[config.mk]
export PLATFORM = sky130hd
export DESIGN_NAME = utc_to_local_time_with_dst
export DESIGN_NICKNAME = d
export VERILOG_FILES = /design/src/ut2lt_pkg.sv /design/src/ut2lt_date.sv /design/src/ut2lt_local.sv /design/src/utc_to_local_time_with_dst.sv
export SDC_FILE = /design/constraint.sdc
export NUM_CORES = 2
export LEC_CHECK = 0
export ABC_CLOCK_PERIOD_IN_PS = 10800
export BUFFER_PORTS_ARGS = -buffer_cell sky130_fd_sc_hd__buf_4
export CELL_PAD_IN_SITES_DETAIL_PLACEMENT = 0
export CELL_PAD_IN_SITES_GLOBAL_PLACEMENT = 1
export CORE_MARGIN = 2
export CORE_UTILIZATION = 50
export CTS_CLUSTER_DIAMETER = 30
export CTS_CLUSTER_SIZE = 30
export DETAILED_ROUTE_END_ITERATION = 16
export PLACE_DENSITY_LB_ADDON = 0.3
export SLEW_MARGIN = 20
export SYNTH_ARGS = -nofsm -noshare
export SYNTH_HDL_FRONTEND = slang
export SYNTH_SLANG_ARGS = --single-unit
[constraint.sdc]
create_clock -name clock -period 10.8 [get_ports clock]
set_input_delay 1.08 -clock clock [delete_from_list [all_inputs] [get_ports clock]]
set_output_delay 1.08 -clock clock [all_outputs]
set_load 0.01 [all_outputs]
[src/ut2lt_pkg.sv]
// Package for the UTC to local time converter: zone table, calendar helpers.
// No dependencies.
`default_nettype none
package ut2lt_pkg;
   localparam int ZoneCountDefault = 8;
   localparam int TableSize = 8;

   typedef enum logic [1:0] {
      RULE_NONE  = 2'd0,
      RULE_NORTH = 2'd1,
      RULE_SOUTH = 2'd2
   } rule_type;

   function automatic logic signed [4:0] zone_hours(input logic [2:0] z);
      logic signed [4:0] h;
      unique case (z)
         3'd0: h = 5'sd0;
         3'd1: h = 5'sd1;
         3'd2: h = 5'sd2;
         3'd3: h = -5'sd5;
         3'd4: h = -5'sd4;
         3'd5: h = 5'sd9;
         3'd6: h = 5'sd10;
         default: h = 5'sd12;
      endcase
      return h;
   endfunction

   function automatic rule_type zone_rule(input logic [2:0] z);
      rule_type r;
      unique case (z)
         3'd1, 3'd3: r = RULE_NORTH;
         3'd6, 3'd7: r = RULE_SOUTH;
         default: r = RULE_NONE;
      endcase
      return r;
   endfunction

   // years here lie in 1969..2106, where 2100 is the only century non-leap year
   function automatic logic is_leap(input logic [11:0] y);
      return (y[1:0] == 2'b00) && (y != 12'd2100);
   endfunction

   function automatic logic [4:0] days_in(input logic [11:0] y, input logic [3:0] m);
      logic [4:0] d;
      unique case (m)
         4'd2: d = is_leap(y) ? 5'd29 : 5'd28;
         4'd4, 4'd6, 4'd9, 4'd11: d = 5'd30;
         default: d = 5'd31;
      endcase
      return d;
   endfunction

   // day of the last Sunday of a month of length len; mod 7 by multiply with 37/256
   function automatic logic [4:0] month_end_sunday(input logic [4:0] len,
                                                   input logic [4:0] d,
                                                   input logic [2:0] w);
      logic [5:0]  s;
      logic [11:0] p;
      s = 6'(w) + 6'(len) - 6'(d);
      p = 12'(s) * 12'd37;
      return len - 5'(s - 6'(p[11:8]) * 6'd7);
   endfunction

   typedef struct packed {
      logic        bad;
      logic [2:0]  zone;
      logic [15:0] days;
      logic [24:0] tshi;
      logic [6:0]  tslo;
   } s1_type;

   typedef struct packed {
      logic        bad;
      logic [2:0]  zone;
      logic [2:0]  wday;
      logic [11:0] year;
      logic [3:0]  month;
      logic [4:0]  day;
      logic [4:0]  hour;
      logic [5:0]  minute;
      logic [5:0]  second;
   } s2_type;
endpackage
`default_nettype wire

[src/ut2lt_date.sv]
// Day count to civil date and UTC time of day (stages 2 to 4 of the pipeline).
// Depends on ut2lt_pkg.
`default_nettype none
module ut2lt_date import ut2lt_pkg::*; (
   input  wire logic   clock,
   input  wire logic   reset,
   input  wire logic   in_valid,
   input  wire s1_type in_data,
   output logic        out_valid,
   output s2_type      out_data
);
   // stage 2: second of day, day count from 1968-03-01, four-year cycle, weekday
   logic        v2_ff;
   logic        bad2_ff;
   logic [2:0]  zone2_ff;
   logic [16:0] sod2_ff;
   logic [2:0]  wday2_ff;
   logic [15:0] e2_ff;
   logic [5:0]  cyc2_ff;
   logic [24:0] hi_rem;
   logic [15:0] e_in;
   logic [32:0] cyc_prod;
   logic [15:0] wx;
   logic [32:0] w_prod;
   logic [15:0] wq;

   // days from 2100-03-01 on skip the missing Feb 29 of 2100
   always_comb begin
      hi_rem = in_data.tshi - 25'(in_data.days) * 25'd675;
      e_in = in_data.days + 16'd671 + ((in_data.days >= 16'd47541) ? 16'd1 : 16'd0);
      cyc_prod = 33'(e_in) * 33'd91868;
      wx = in_data.days + 16'd4;
      w_prod = 33'(wx) * 33'd74899;
      wq = 16'(w_prod[32:19]);
   end

   always_ff @(posedge clock) begin
      if (reset) v2_ff <= 1'b0;
      else v2_ff <= in_valid;
      bad2_ff <= in_data.bad;
      zone2_ff <= in_data.zone;
      sod2_ff <= {hi_rem[9:0], in_data.tslo};
      wday2_ff <= 3'(wx - wq * 16'd7);
      e2_ff <= e_in;
      cyc2_ff <= cyc_prod[32:27];
   end

   // stage 3: year within the cycle, day of the March-based year, hour
   logic        v3_ff;
   logic        bad3_ff;
   logic [2:0]  zone3_ff;
   logic [2:0]  wday3_ff;
   logic [11:0] ym3_ff;
   logic [8:0]  doy3_ff;
   logic [4:0]  hr3_ff;
   logic [11:0] rem3_ff;
   logic [10:0] yr_rem;
   logic [1:0]  yc;
   logic [31:0] h_prod;
   logic [4:0]  h_in;

   always_comb begin
      yr_rem = 11'(e2_ff - 16'(cyc2_ff) * 16'd1461);
      priority if (yr_rem >= 11'd1095) yc = 2'd3;
      else if (yr_rem >= 11'd730) yc = 2'd2;
      else if (yr_rem >= 11'd365) yc = 2'd1;
      else yc = 2'd0;
      h_prod = 32'(sod2_ff) * 32'd37283;
      h_in = h_prod[31:27];
   end

   always_ff @(posedge clock) begin
      if (reset) v3_ff <= 1'b0;
      else v3_ff <= v2_ff;
      bad3_ff <= bad2_ff;
      zone3_ff <= zone2_ff;
      wday3_ff <= wday2_ff;
      ym3_ff <= 12'd1968 + 12'({cyc2_ff, 2'b00}) + 12'(yc);
      doy3_ff <= 9'(yr_rem - 11'(yc) * 11'd365);
      hr3_ff <= h_in;
      rem3_ff <= 12'(sod2_ff - 17'(h_in) * 17'd3600);
   end

   // stage 4: month and day, minute and second
   logic [3:0]  mp;
   logic [8:0]  mstart;
   logic [3:0]  mo;
   logic [23:0] m_prod;
   logic [5:0]  mi;

   always_comb begin
      priority if (doy3_ff >= 9'd337) begin
         mp = 4'd11; mstart = 9'd337;
      end else if (doy3_ff >= 9'd306) begin
         mp = 4'd10; mstart = 9'd306;
      end else if (doy3_ff >= 9'd275) begin
         mp = 4'd9; mstart = 9'd275;
      end else if (doy3_ff >= 9'd245) begin
         mp = 4'd8; mstart = 9'd245;
      end else if (doy3_ff >= 9'd214) begin
         mp = 4'd7; mstart = 9'd214;
      end else if (doy3_ff >= 9'd184) begin
         mp = 4'd6; mstart = 9'd184;
      end else if (doy3_ff >= 9'd153) begin
         mp = 4'd5; mstart = 9'd153;
      end else if (doy3_ff >= 9'd122) begin
         mp = 4'd4; mstart = 9'd122;
      end else if (doy3_ff >= 9'd92) begin
         mp = 4'd3; mstart = 9'd92;
      end else if (doy3_ff >= 9'd61) begin
         mp = 4'd2; mstart = 9'd61;
      end else if (doy3_ff >= 9'd31) begin
         mp = 4'd1; mstart = 9'd31;
      end else begin
         mp = 4'd0; mstart = 9'd0;
      end
      mo = (mp < 4'd10) ? mp + 4'd3 : mp - 4'd9;
      m_prod = 24'(rem3_ff) * 24'd4370;
      mi = m_prod[23:18];
   end

   always_ff @(posedge clock) begin
      if (reset) out_valid <= 1'b0;
      else out_valid <= v3_ff;
      out_data.bad <= bad3_ff;
      out_data.zone <= zone3_ff;
      out_data.wday <= wday3_ff;
      out_data.year <= ym3_ff + ((mo <= 4'd2) ? 12'd1 : 12'd0);
      out_data.month <= mo;
      out_data.day <= 5'(doy3_ff - mstart + 9'd1);
      out_data.hour <= hr3_ff;
      out_data.minute <= mi;
      out_data.second <= 6'(rem3_ff - 12'(mi) * 12'd60);
   end
endmodule
`default_nettype wire

[src/ut2lt_local.sv]
// DST decision, offset and date rollover (stages 5 and 6).
// Depends on ut2lt_pkg.
`default_nettype none
module ut2lt_local import ut2lt_pkg::*; (
   input  wire logic   clock,
   input  wire logic   reset,
   input  wire logic   in_valid,
   input  wire s2_type in_data,
   output logic        out_valid,
   output logic        status,
   output logic [11:0] year,
   output logic [3:0]  month,
   output logic [4:0]  day,
   output logic [4:0]  hour,
   output logic [5:0]  minute,
   output logic [5:0]  second,
   output logic [2:0]  weekday,
   output logic        dst,
   output logic signed [4:0] off_hours
);
   logic dst_c;
   logic signed [4:0] off_c;
   logic signed [6:0] hsum_in;
   rule_type rl;
   always_comb begin
      rl = zone_rule(in_data.zone);
      dst_c = 1'b0;
      unique case (rl)
         RULE_NORTH: begin
            if (in_data.month > 4'd3 && in_data.month < 4'd10) dst_c = 1'b1;
            else if (in_data.month == 4'd3)
               dst_c = in_data.day >= month_end_sunday(5'd31, in_data.day, in_data.wday);
            else if (in_data.month == 4'd10)
               dst_c = in_data.day < month_end_sunday(5'd31, in_data.day, in_data.wday);
         end
         RULE_SOUTH: begin
            if (in_data.month > 4'd10 || in_data.month < 4'd4) dst_c = 1'b1;
            else if (in_data.month == 4'd10)
               dst_c = in_data.day >= month_end_sunday(5'd31, in_data.day, in_data.wday);
            else if (in_data.month == 4'd4)
               dst_c = in_data.day < month_end_sunday(5'd30, in_data.day, in_data.wday);
         end
         default: dst_c = 1'b0;
      endcase
      off_c = zone_hours(in_data.zone) + (dst_c ? 5'sd1 : 5'sd0);
      hsum_in = $signed({2'b00, in_data.hour}) + $signed({{2{off_c[4]}}, off_c});
   end

   logic        v5_ff;
   s2_type      d5_ff;
   logic        dst5_ff;
   logic signed [4:0] off5_ff;
   logic signed [6:0] hsum5_ff;
   always_ff @(posedge clock) begin
      if (reset) v5_ff <= 1'b0;
      else v5_ff <= in_valid;
      d5_ff <= in_data;
      dst5_ff <= dst_c;
      off5_ff <= off_c;
      hsum5_ff <= hsum_in;
   end

   // offsets are whole hours: minute and second pass through unchanged
   logic [4:0]  h;
   logic [11:0] y;
   logic [3:0]  m;
   logic [4:0]  d;
   logic [2:0]  w;
   always_comb begin
      y = d5_ff.year;
      m = d5_ff.month;
      d = d5_ff.day;
      w = d5_ff.wday;
      h = 5'(hsum5_ff);
      if (hsum5_ff < 7'sd0) begin
         h = 5'(hsum5_ff + 7'sd24);
         w = (w == 3'd0) ? 3'd6 : w - 3'd1;
         if (d > 5'd1) begin
            d = d - 5'd1;
         end else begin
            if (m > 4'd1) begin
               m = m - 4'd1;
            end else begin
               m = 4'd12;
               y = y - 12'd1;
            end
            d = days_in(y, m);
         end
      end else if (hsum5_ff >= 7'sd24) begin
         h = 5'(hsum5_ff - 7'sd24);
         w = (w == 3'd6) ? 3'd0 : w + 3'd1;
         if (d >= days_in(y, m)) begin
            d = 5'd1;
            if (m >= 4'd12) begin
               m = 4'd1;
               y = y + 12'd1;
            end else begin
               m = m + 4'd1;
            end
         end else begin
            d = d + 5'd1;
         end
      end
   end

   logic bad;
   assign bad = d5_ff.bad;
   always_ff @(posedge clock) begin
      if (reset) out_valid <= 1'b0;
      else out_valid <= v5_ff;
      status <= bad;
      year <= bad ? '0 : y;
      month <= bad ? '0 : m;
      day <= bad ? '0 : d;
      hour <= bad ? '0 : h;
      minute <= bad ? '0 : d5_ff.minute;
      second <= bad ? '0 : d5_ff.second;
      weekday <= bad ? '0 : w;
      dst <= bad ? 1'b0 : dst5_ff;
      off_hours <= bad ? '0 : off5_ff;
   end
endmodule
`default_nettype wire

[src/utc_to_local_time_with_dst.sv]
// Top level of the UTC to local time converter.
// Depends on ut2lt_pkg, ut2lt_date, ut2lt_local.
//
// Usage:
//   Drive req_timestamp_utc and req_zone with start high; the request is
//   taken at that edge (busy is always low, one request per cycle).
//   Each result passes through stages 1 to 6 and appears on the rsp_ ports for one cycle
//   with rsp_valid high. Throughput is one request per clock.
//   Stage 1 finds the day count, stage 2 the second of day, four-year cycle
//   and weekday, stages 3 and 4 the civil date and UTC time of day, stage 5
//   decides DST and adds the offset, stage 6 rolls the date.
//   Zones at or beyond ZONE_COUNT or TableSize give rsp_status 1, other fields zero.
//   Synchronous reset empties the pipeline; requests in flight are lost.
//   The receiver cannot stall; results must be taken when strobed.
`default_nettype none
module utc_to_local_time_with_dst import ut2lt_pkg::*; #(
   parameter int ZONE_COUNT = ZoneCountDefault
) (
   input  wire logic        clock,
   input  wire logic        reset,
   input  wire logic        start,
   output logic             busy,
   input  wire logic [31:0] req_timestamp_utc,
   input  wire logic [3:0]  req_zone,
   output logic             rsp_valid,
   output logic             rsp_status,
   output logic [11:0]      rsp_local_year,
   output logic [3:0]       rsp_local_month,
   output logic [4:0]       rsp_local_day,
   output logic [4:0]       rsp_local_hour,
   output logic [5:0]       rsp_local_minute,
   output logic [5:0]       rsp_local_second,
   output logic [2:0]       rsp_local_weekday,
   output logic             rsp_dst_active,
   output logic signed [4:0] rsp_offset_hours,
   output logic [5:0]       rsp_offset_minutes
);
   logic        v1_ff;
   s1_type      s1_ff;
   logic        v4;
   s2_type      s4;
   logic [50:0] days_prod;

   assign busy = 1'b0;
   assign rsp_offset_minutes = '0;

   // days = (ts >> 7) / 675 by reciprocal multiply
   assign days_prod = 51'(req_timestamp_utc[31:7]) * 51'd50903317;

   always_ff @(posedge clock) begin
      if (reset) v1_ff <= 1'b0;
      else v1_ff <= start;
      s1_ff.bad <= (5'(req_zone) >= 5'(ZONE_COUNT)) || (5'(req_zone) >= 5'(TableSize));
      s1_ff.zone <= req_zone[2:0];
      s1_ff.days <= days_prod[50:35];
      s1_ff.tshi <= req_timestamp_utc[31:7];
      s1_ff.tslo <= req_timestamp_utc[6:0];
   end

   ut2lt_date u_date (
      .clock(clock), .reset(reset), .in_valid(v1_ff), .in_data(s1_ff),
      .out_valid(v4), .out_data(s4)
   );

   ut2lt_local u_local (
      .clock(clock), .reset(reset), .in_valid(v4), .in_data(s4),
      .out_valid(rsp_valid), .status(rsp_status), .year(rsp_local_year),
      .month(rsp_local_month), .day(rsp_local_day), .hour(rsp_local_hour),
      .minute(rsp_local_minute), .second(rsp_local_second),
      .weekday(rsp_local_weekday), .dst(rsp_dst_active), .off_hours(rsp_offset_hours)
   );
endmodule
`default_nettype wire
=== Word level (Yosys, flattened, before mapping) ===
Cells that the tools add are included.

* Flip-flop bits (word level): 272
* Input bits: 39
* Output and inout port bits: 56
* Word-level logic and storage cells: 242

* $add $sub $neg: 36
* Multiply operators: 15
* Magnitude comparators: 31
* Equality and inequality tests: 25
* Mux-type cells: 70
* Reductions and logical operators: 12

{| class="wikitable"
|+ Operators with widths
! kind !! number
|-
| 12-bit 2-to-1 mux || 8
|-
| 5-bit 2-to-1 mux || 19
|-
| 4-bit 2-to-1 mux || 19
|-
| 25-bit by 26-bit multiplier with 51-bit output (second input constant) || 1
|-
| 9-bit by 8-bit >= comparator with 1-bit output (second input constant) || 4
|-
| 5-bit one-hot mux with 7 select lines || 1
|-
| 16-bit by 17-bit multiplier with 33-bit output (second input constant) || 1
|-
| 17-bit by 16-bit multiplier with 32-bit output (second input constant) || 1
|-
| 16-bit by 15-bit multiplier with 31-bit output (second input constant) || 1
|-
| 9-bit >= comparator (second input constant) || 3
|-
| 6-bit by 6-bit multiplier with 12-bit output (second input constant) || 2
|-
| 12-bit inequality test (second input constant) || 2
|-
| 12-bit by 12-bit multiplier with 23-bit output (second input constant) || 1
|-
| 4-bit by 3-bit == test with 1-bit output (second input constant) || 5
|-
| 4-bit == test (second input constant) || 5
|-
| 5-bit one-hot mux with 2 select lines || 2
|-
| 9-bit by 7-bit >= comparator with 1-bit output (second input constant) || 2
|-
| 16-bit by 1-bit adder with 16-bit output || 1
|-
| 16-bit by 10-bit adder with 16-bit output (second input constant) || 1
|-
| 16-bit by 3-bit adder with 16-bit output (second input constant) || 1
|-
| 16-bit >= comparator (second input constant) || 1
|-
| 16-bit by 10-bit multiplier with 10-bit output (second input constant) || 1
|-
| 3-bit == test (second input constant) || 5
|-
| 5-bit subtractor || 3
|-
| 65 further kinds || 99
|}

=== Logic depth before layout (Yosys ltp) ===
* Depth after elaboration: 17
* Mapped depth: 46
* Gate-level depth less buffers: 46

=== By module ===
Synthesis repeated with hierarchy kept, for this count alone.

* Cell total of the unflattened synthesis: 3712
* Area total of the unflattened synthesis: 36536.3 um^2

{| class="wikitable"
|+ By module, submodules not included
! module !! instances !! cells each !! area an instance (um^2) !! sequential area each (um^2)
|-
| ut2lt_date || 1 || 1934 || 19266.0 || 2662.6
|-
| utc_to_local_time_with_dst || 1 || 1145 || 11313.4 || 1061.0
|-
| ut2lt_local || 1 || 633 || 5957.0 || 2001.9
|}

=== Worst setup path after synthesis ===
No wires, ideal clock.

* Path kind: reg-to-reg
* Start point: register u_date.out_data[19] in the netlist's numbering
* End point: register u_local.hsum5_ff[5]
* Setup time: 0.072 ns
* Data arrival time: 8.606 ns
* Required time: 10.728 ns
* Setup slack: 2.122 ns
* Stages on the path, launching flop included: 46
* Buffers on the path: 0
* Clock period less this slack: 8.678 ns
* Cells stage by stage: dfxtp_1 > inv_1 > ha_1 > inv_1 > nor2_1 > nor2_1 > xnor2_1 > ha_1 > ha_1 > ha_1 > ha_1 > and4_1 > a21o_1 > a21oi_1 > nor2b_1 > o21a_1 > nor2_1 > nor2b_1 > [... 10 more ...] > ha_1 > and3_1 > o21ai_0 > nand2_1 > a31o_2 > a311o_1 > nand3_1 > o21ai_0 > ha_1 > ha_1 > ha_1 > a21o_1 > a21oi_1 > inv_1 > a21oi_1 > nor2_1 > nor2_1 > xnor2_1

* Word-level cells in the longest chain between the ends: 13
* Elaborated cells between the ends (all ways): 23
* Those cells by class: add/sub (8); mul (4); order compare (3); mux (8)

{| class="wikitable"
|+ RTL lines
! what !! line !! source
|-
| start, declared || ut2lt_date.sv:10 || <nowiki>output s2_type out_data</nowiki>
|-
| 6-bit by 5-bit subtractor with 6-bit output || ut2lt_pkg.sv:60 || <nowiki>s = 6'(w) + 6'(len) - 6'(d);</nowiki>
|-
| 6-bit by 6-bit multiplier with 12-bit output || ut2lt_pkg.sv:61 || <nowiki>p = 12'(s) * 12'd37;</nowiki>
|-
| 4-bit by 3-bit multiplier with 5-bit output || ut2lt_pkg.sv:62 || <nowiki>return len - 5'(s - 6'(p[11:8]) * 6'd7);</nowiki>
|-
| 5-bit subtractor (2 in series) || ut2lt_pkg.sv:62 ||
|-
| 5-bit < comparator (on tied branches) || ut2lt_local.sv:41, ut2lt_local.sv:34 ||
|-
| 1-bit 2-to-1 mux (on tied branches) || ut2lt_local.sv:40, ut2lt_local.sv:33 ||
|-
| 1-bit 2-to-1 mux (on tied branches) || ut2lt_local.sv:38, ut2lt_local.sv:31 ||
|-
| 1-bit 2-to-1 mux (on tied branches) || ut2lt_local.sv:37, ut2lt_local.sv:30 ||
|-
| 1-bit one-hot mux with 2 select lines * || ut2lt_local.sv:28 || <nowiki>unique case (rl)</nowiki>
|-
| net u_local.dst_c || ut2lt_local.sv:21 || <nowiki>logic dst_c;</nowiki>
|-
| 1-bit 2-to-1 mux * || ut2lt_local.sv:45 || <nowiki>off_c = zone_hours(in_data.zone) + (dst_c ? 5'sd1 : 5'sd0);</nowiki>
|-
| 5-bit by 2-bit adder with 5-bit output * || ut2lt_local.sv:45 ||
|-
| net u_local.off_c[1] || ut2lt_local.sv:22 || <nowiki>logic signed [4:0] off_c;</nowiki>
|-
| 6-bit by 5-bit adder with 7-bit output * || ut2lt_local.sv:46 || <nowiki>hsum_in = $signed({2'b00, in_data.hour}) + $signed({{2{off_c[4]}}, off_c});</nowiki>
|-
| net u_local.hsum_in[5] || ut2lt_local.sv:23 || <nowiki>logic signed [6:0] hsum_in;</nowiki>
|-
| end signal, assigned || ut2lt_local.sv:60 || <nowiki>hsum5_ff <= hsum_in;</nowiki>
|-
| end, declared || ut2lt_local.sv:53 || <nowiki>logic signed [6:0] hsum5_ff;</nowiki>
|}

The timed path passes the listed nets; every way through them passes the cells marked *.
A chain may end at the register's enable or synchronous reset.

=== Final worst setup path ===
* Start point: register s1_ff[34] in the netlist's numbering
* End point: register u_date.cyc2_ff[5]

* Word-level cells in the longest chain between the ends: 4
* Elaborated cells between the ends (all ways): 5
* Those cells by class: add/sub (2); mul (1); order compare (1); mux (1)

{| class="wikitable"
|+ RTL lines
! what !! line !! source
|-
| start, declared || utc_to_local_time_with_dst.sv:39 || <nowiki>s1_type s1_ff;</nowiki>
|-
| 16-bit >= comparator || ut2lt_date.sv:30 || <nowiki>e_in = in_data.days + 16'd671 + ((in_data.days >= 16'd47541) ? 16'd1 : 16'd0);</nowiki>
|-
| 1-bit 2-to-1 mux || ut2lt_date.sv:30 ||
|-
| 16-bit by 1-bit adder with 16-bit output * || ut2lt_date.sv:30 ||
|-
| 16-bit by 15-bit multiplier with 31-bit output * || ut2lt_date.sv:31 || <nowiki>cyc_prod = 33'(e_in) * 33'd91868;</nowiki>
|-
| net u_date.cyc_prod[32] || ut2lt_date.sv:22 || <nowiki>logic [32:0] cyc_prod;</nowiki>
|-
| end signal, assigned || ut2lt_date.sv:45 || <nowiki>cyc2_ff <= cyc_prod[32:27];</nowiki>
|-
| end, declared || ut2lt_date.sv:19 || <nowiki>logic [5:0] cyc2_ff;</nowiki>
|}

Marked as above.

==> impl_metrics.json <==
{
  "synthAdderAreaFrac_pct": 56.3,
  "ff2ff_setup_slack_ps": 1330,
  "yosys.area_share.simple_pct": 6.10,
  "async_flop_share_pct": 0,
  "detail_route.wl_per_cell_um": 15.6,
  "num_vias": 22900,
  "fin_crit_sh_pct": 87.7,
  "r2r_start": "s1_ff[34]",
  "status": "finished, final reports clean",
  "avgSynthCellArea_um2": 10.1,
  "synth_edf_count": 0,
  "root_buffer": "clkbuf_16",
  "synthMuxAreaShare_pct": 0.232,
  "hold_viol_final": 0,
  "layout_common_cells": "884 x ha_1, 788 x inv_1, 435 x fa_1",
  "critPathMaxFanout": 11,
  "dp_hpwl_um": 59800,
  "arrival_ps": 9960,
  "crit_family": "adder cells",
  "drt-initial-drc-count": 924,
  "antenna_found_initial": 1,
  "setup_violations": 0,
  "drv_slew": 0,
  "clockBufferDepth": 3,
  "cp_slowest_stage_delay_ps": 640,
  "rr_worst_depth": 35,
  "ys_seq_elements": 271,
  "grt_pass1_vias": 24500,
  "cts_resized": 0,
  "grt_max_degree": 49,
  "vias_per_cell": 5.02,
  "ios": 95,
  "yosys_warnings": 0,
  "die-area_um2": 72300,
  "cap_violations": 0,
  "max_freq_mhz": 106,
  "crit_buf_inv": 4,
  "drcViolationCount": 0,
  "grt.overflow.total": 0,
  "startpoint": "s1_ff[34]",
  "cts_setup_buffers": 0,
  "track_usage_pct": 21.2,
  "worstSetupPathType": "reg -> reg",
  "worstMarginPinSlew_ps": 1070,
  "drive_gt1_share_pct": 6.36,
  "end_kind": "register",
  "synthToLayoutAreaGrowth_pct": 11.1,
  "die_y_um": 269,
  "slew_headroom_pct": 27.9,
  "layout_commonest_cell": "ha_1",
  "nets": 4938,
  "rsz0062_at_grt": "false",
  "synth_cell_types": 81,
  "hold_path.class": "reg -> reg",
  "core_um2": 69800,
  "ys.flop_type": "dfxtp_1",
  "cts_tree": "yes",
  "synth_top_family_by_area": "adder cells",
  "synth-compound-area-share_pct": 7.87,
  "synthCells": 3463,
  "postRouteAntennaNets": 0,
  "fin_crit_ps": 9470,
  "cts_num_sinks": 271,
  "cts_buffers": 58,
  "start_util_pct": 50.3,
  "grt_pass1_wl_um": 122000,
  "clock_latency_ps": 620,
  "cts.clk_slew.worst_paths_ps": 50,
  "cp.depth": 35,
  "cp_slowest_cell": "dfxtp_1",
  "io_buffers": 87,
  "crit_required_ps": 11290,
  "first_pass_iters": 6,
  "gp_congestion": 0.893,
  "start_kind": "register",
  "path_common_cell": "fa_1",
  "worstSetupEndpoint": "u_date.cyc2_ff[5]",
  "num_rows": 97,
  "syn_area_um2": 35100,
  "holdBufCountCts": 0,
  "h-tree-depth": 2,
  "synth_xor_area_share_pct": 5.01,
  "fin_tns_setup_ps": 0,
  "reg2reg_to": "u_date.cyc2_ff[5]",
  "fin_skew_ps": 43.0,
  "yosysSeqAreaShare_pct": 15.5,
  "dieWidth_um": 269,
  "drt-total-wl_um": 71400,
  "n_antenna_cell": 0
}
## cells by family after synthesis
family | after synthesis
other cells | 1
compound gates | 421
flops | 271
fa+ha+maj | 1319
buf+inv | 829
mux | 8
xor+xnor | 199
simple gates | 415
## cell type report
cell class	instances	area [um2]
clock buffer	63	1490
clock inverter	47	689
fill	6257	30800
inverter	788	2960
multi-input combinational	2369	26500
sequential	271	5430
tap	940	1180
timing repair buffer	92	691
## worst register-to-register path, delay by kind of cell, from the launching register on
kind                       cells  cell delay, ps
buffers and inverters          4             410
AOI/OAI and AO/OA             16            3230
xor gates and xnor gates       2             650
and+or+nand+nor                3             460
adders and majority gates     10            3960
DFF                            1             640
## flip-flops by register name (all words and copies together), names as in the netlist, 7 cells and up
| name | flops |
|---|---|
| u_date.sod2_ff | 17 |
| s1_ff | 37 |
| u_date.e2_ff | 11 |
| u_local.hsum5_ff | 7 |
| u_local.d5_ff | 36 |
| u_local.year | 12 |
| u_date.rem3_ff | 12 |
| u_date.ym3_ff | 11 |
| u_date.doy3_ff | 9 |
| u_date.out_data | 45 |
## layer usage
| metal | vias up | GRT usage, % | share of wire [%] |
|---|---|---|---|
| met5 | - | 0 | 0 |
| met4 | 0 | 5.60 | 2.5 |
| met3 | 117 | 2.94 | 3.9 |
| met2 | 315 | 37.6 | 49 |
| met1 | 11000 | 27.0 | 45 |
| li1 | 11500 | - | - |
## Yosys cell counts, types with 6 or more instances
cell type  count  area, um2
and4_1         6       52.6
a211oi_1      19        143
nor3_1        27        135
a21o_1        61        458
a31oi_1       15       93.8
o2111ai_1      6       52.6
xnor2_1      141       1230
mux2i_1        7       70.1
o31a_1         6       52.6
inv_1        788       2960
o211ai_1       9       67.6
buf_4          7       52.6
xor2_1        57        499
clkbuf_1      30        113
nand2b_1      10       62.6
fa_1         435       8710
nand3_1       34        170
and2_1        12       75.1
dfxtp_1      271       5430
a21boi_0       8       60.1
o21bai_1       9       67.6
ha_1         884      11100
a311oi_1       7       61.3
o21a_1        13       97.6
o21ai_0       87        435
nor2b_1       46        288
nand2_1       85        319
a21oi_1      113        566
or2_2         11       68.8
nor2_1       107        402
and3_1        27        169
nand4_1       18        113
## metrics by stage
| step | instances | area (um2) | utilization (%) | worst slack [ps] | hold slack, ps |
|---|---|---|---|---|---|
| 6_report | 4570 | 39000 | 55.8 | 1330 | 295 |
| 3_3_place_gp | 4460 | 36800 | 52.7 | 1480 | 310 |
| 2_1_floorplan | 3469 | 35100 | - | 2120 | 310 |
| 5_1_grt | 4570 | 39000 | 55.8 | 688 | 297 |
| 3_5_place_dp | 4460 | 36800 | 52.7 | 1390 | 312 |
| 4_1_cts | 4570 | 39000 | 55.8 | 1280 | 294 |
## how the worst min path moves through the flow
stage	from	end	slack, ps	depth (start not counted)
floorplan	s1_ff[51]	u_date.bad2_ff	310	0
global placement	u_date.out_data[8]	u_local.d5_ff[8]	310	0
detailed placement	u_date.out_data[44]	u_local.bad	310	0
CTS	u_date.hr3_ff[3]	u_date.out_data[15]	290	0
global route	u_date.hr3_ff[3]	u_date.out_data[15]	300	0
finish	u_date.hr3_ff[3]	u_date.out_data[15]	290	0
Power is left out: the tool's default activity adds up to more than one toggle a clock period on the data nets, which glitch-free logic cannot reach.
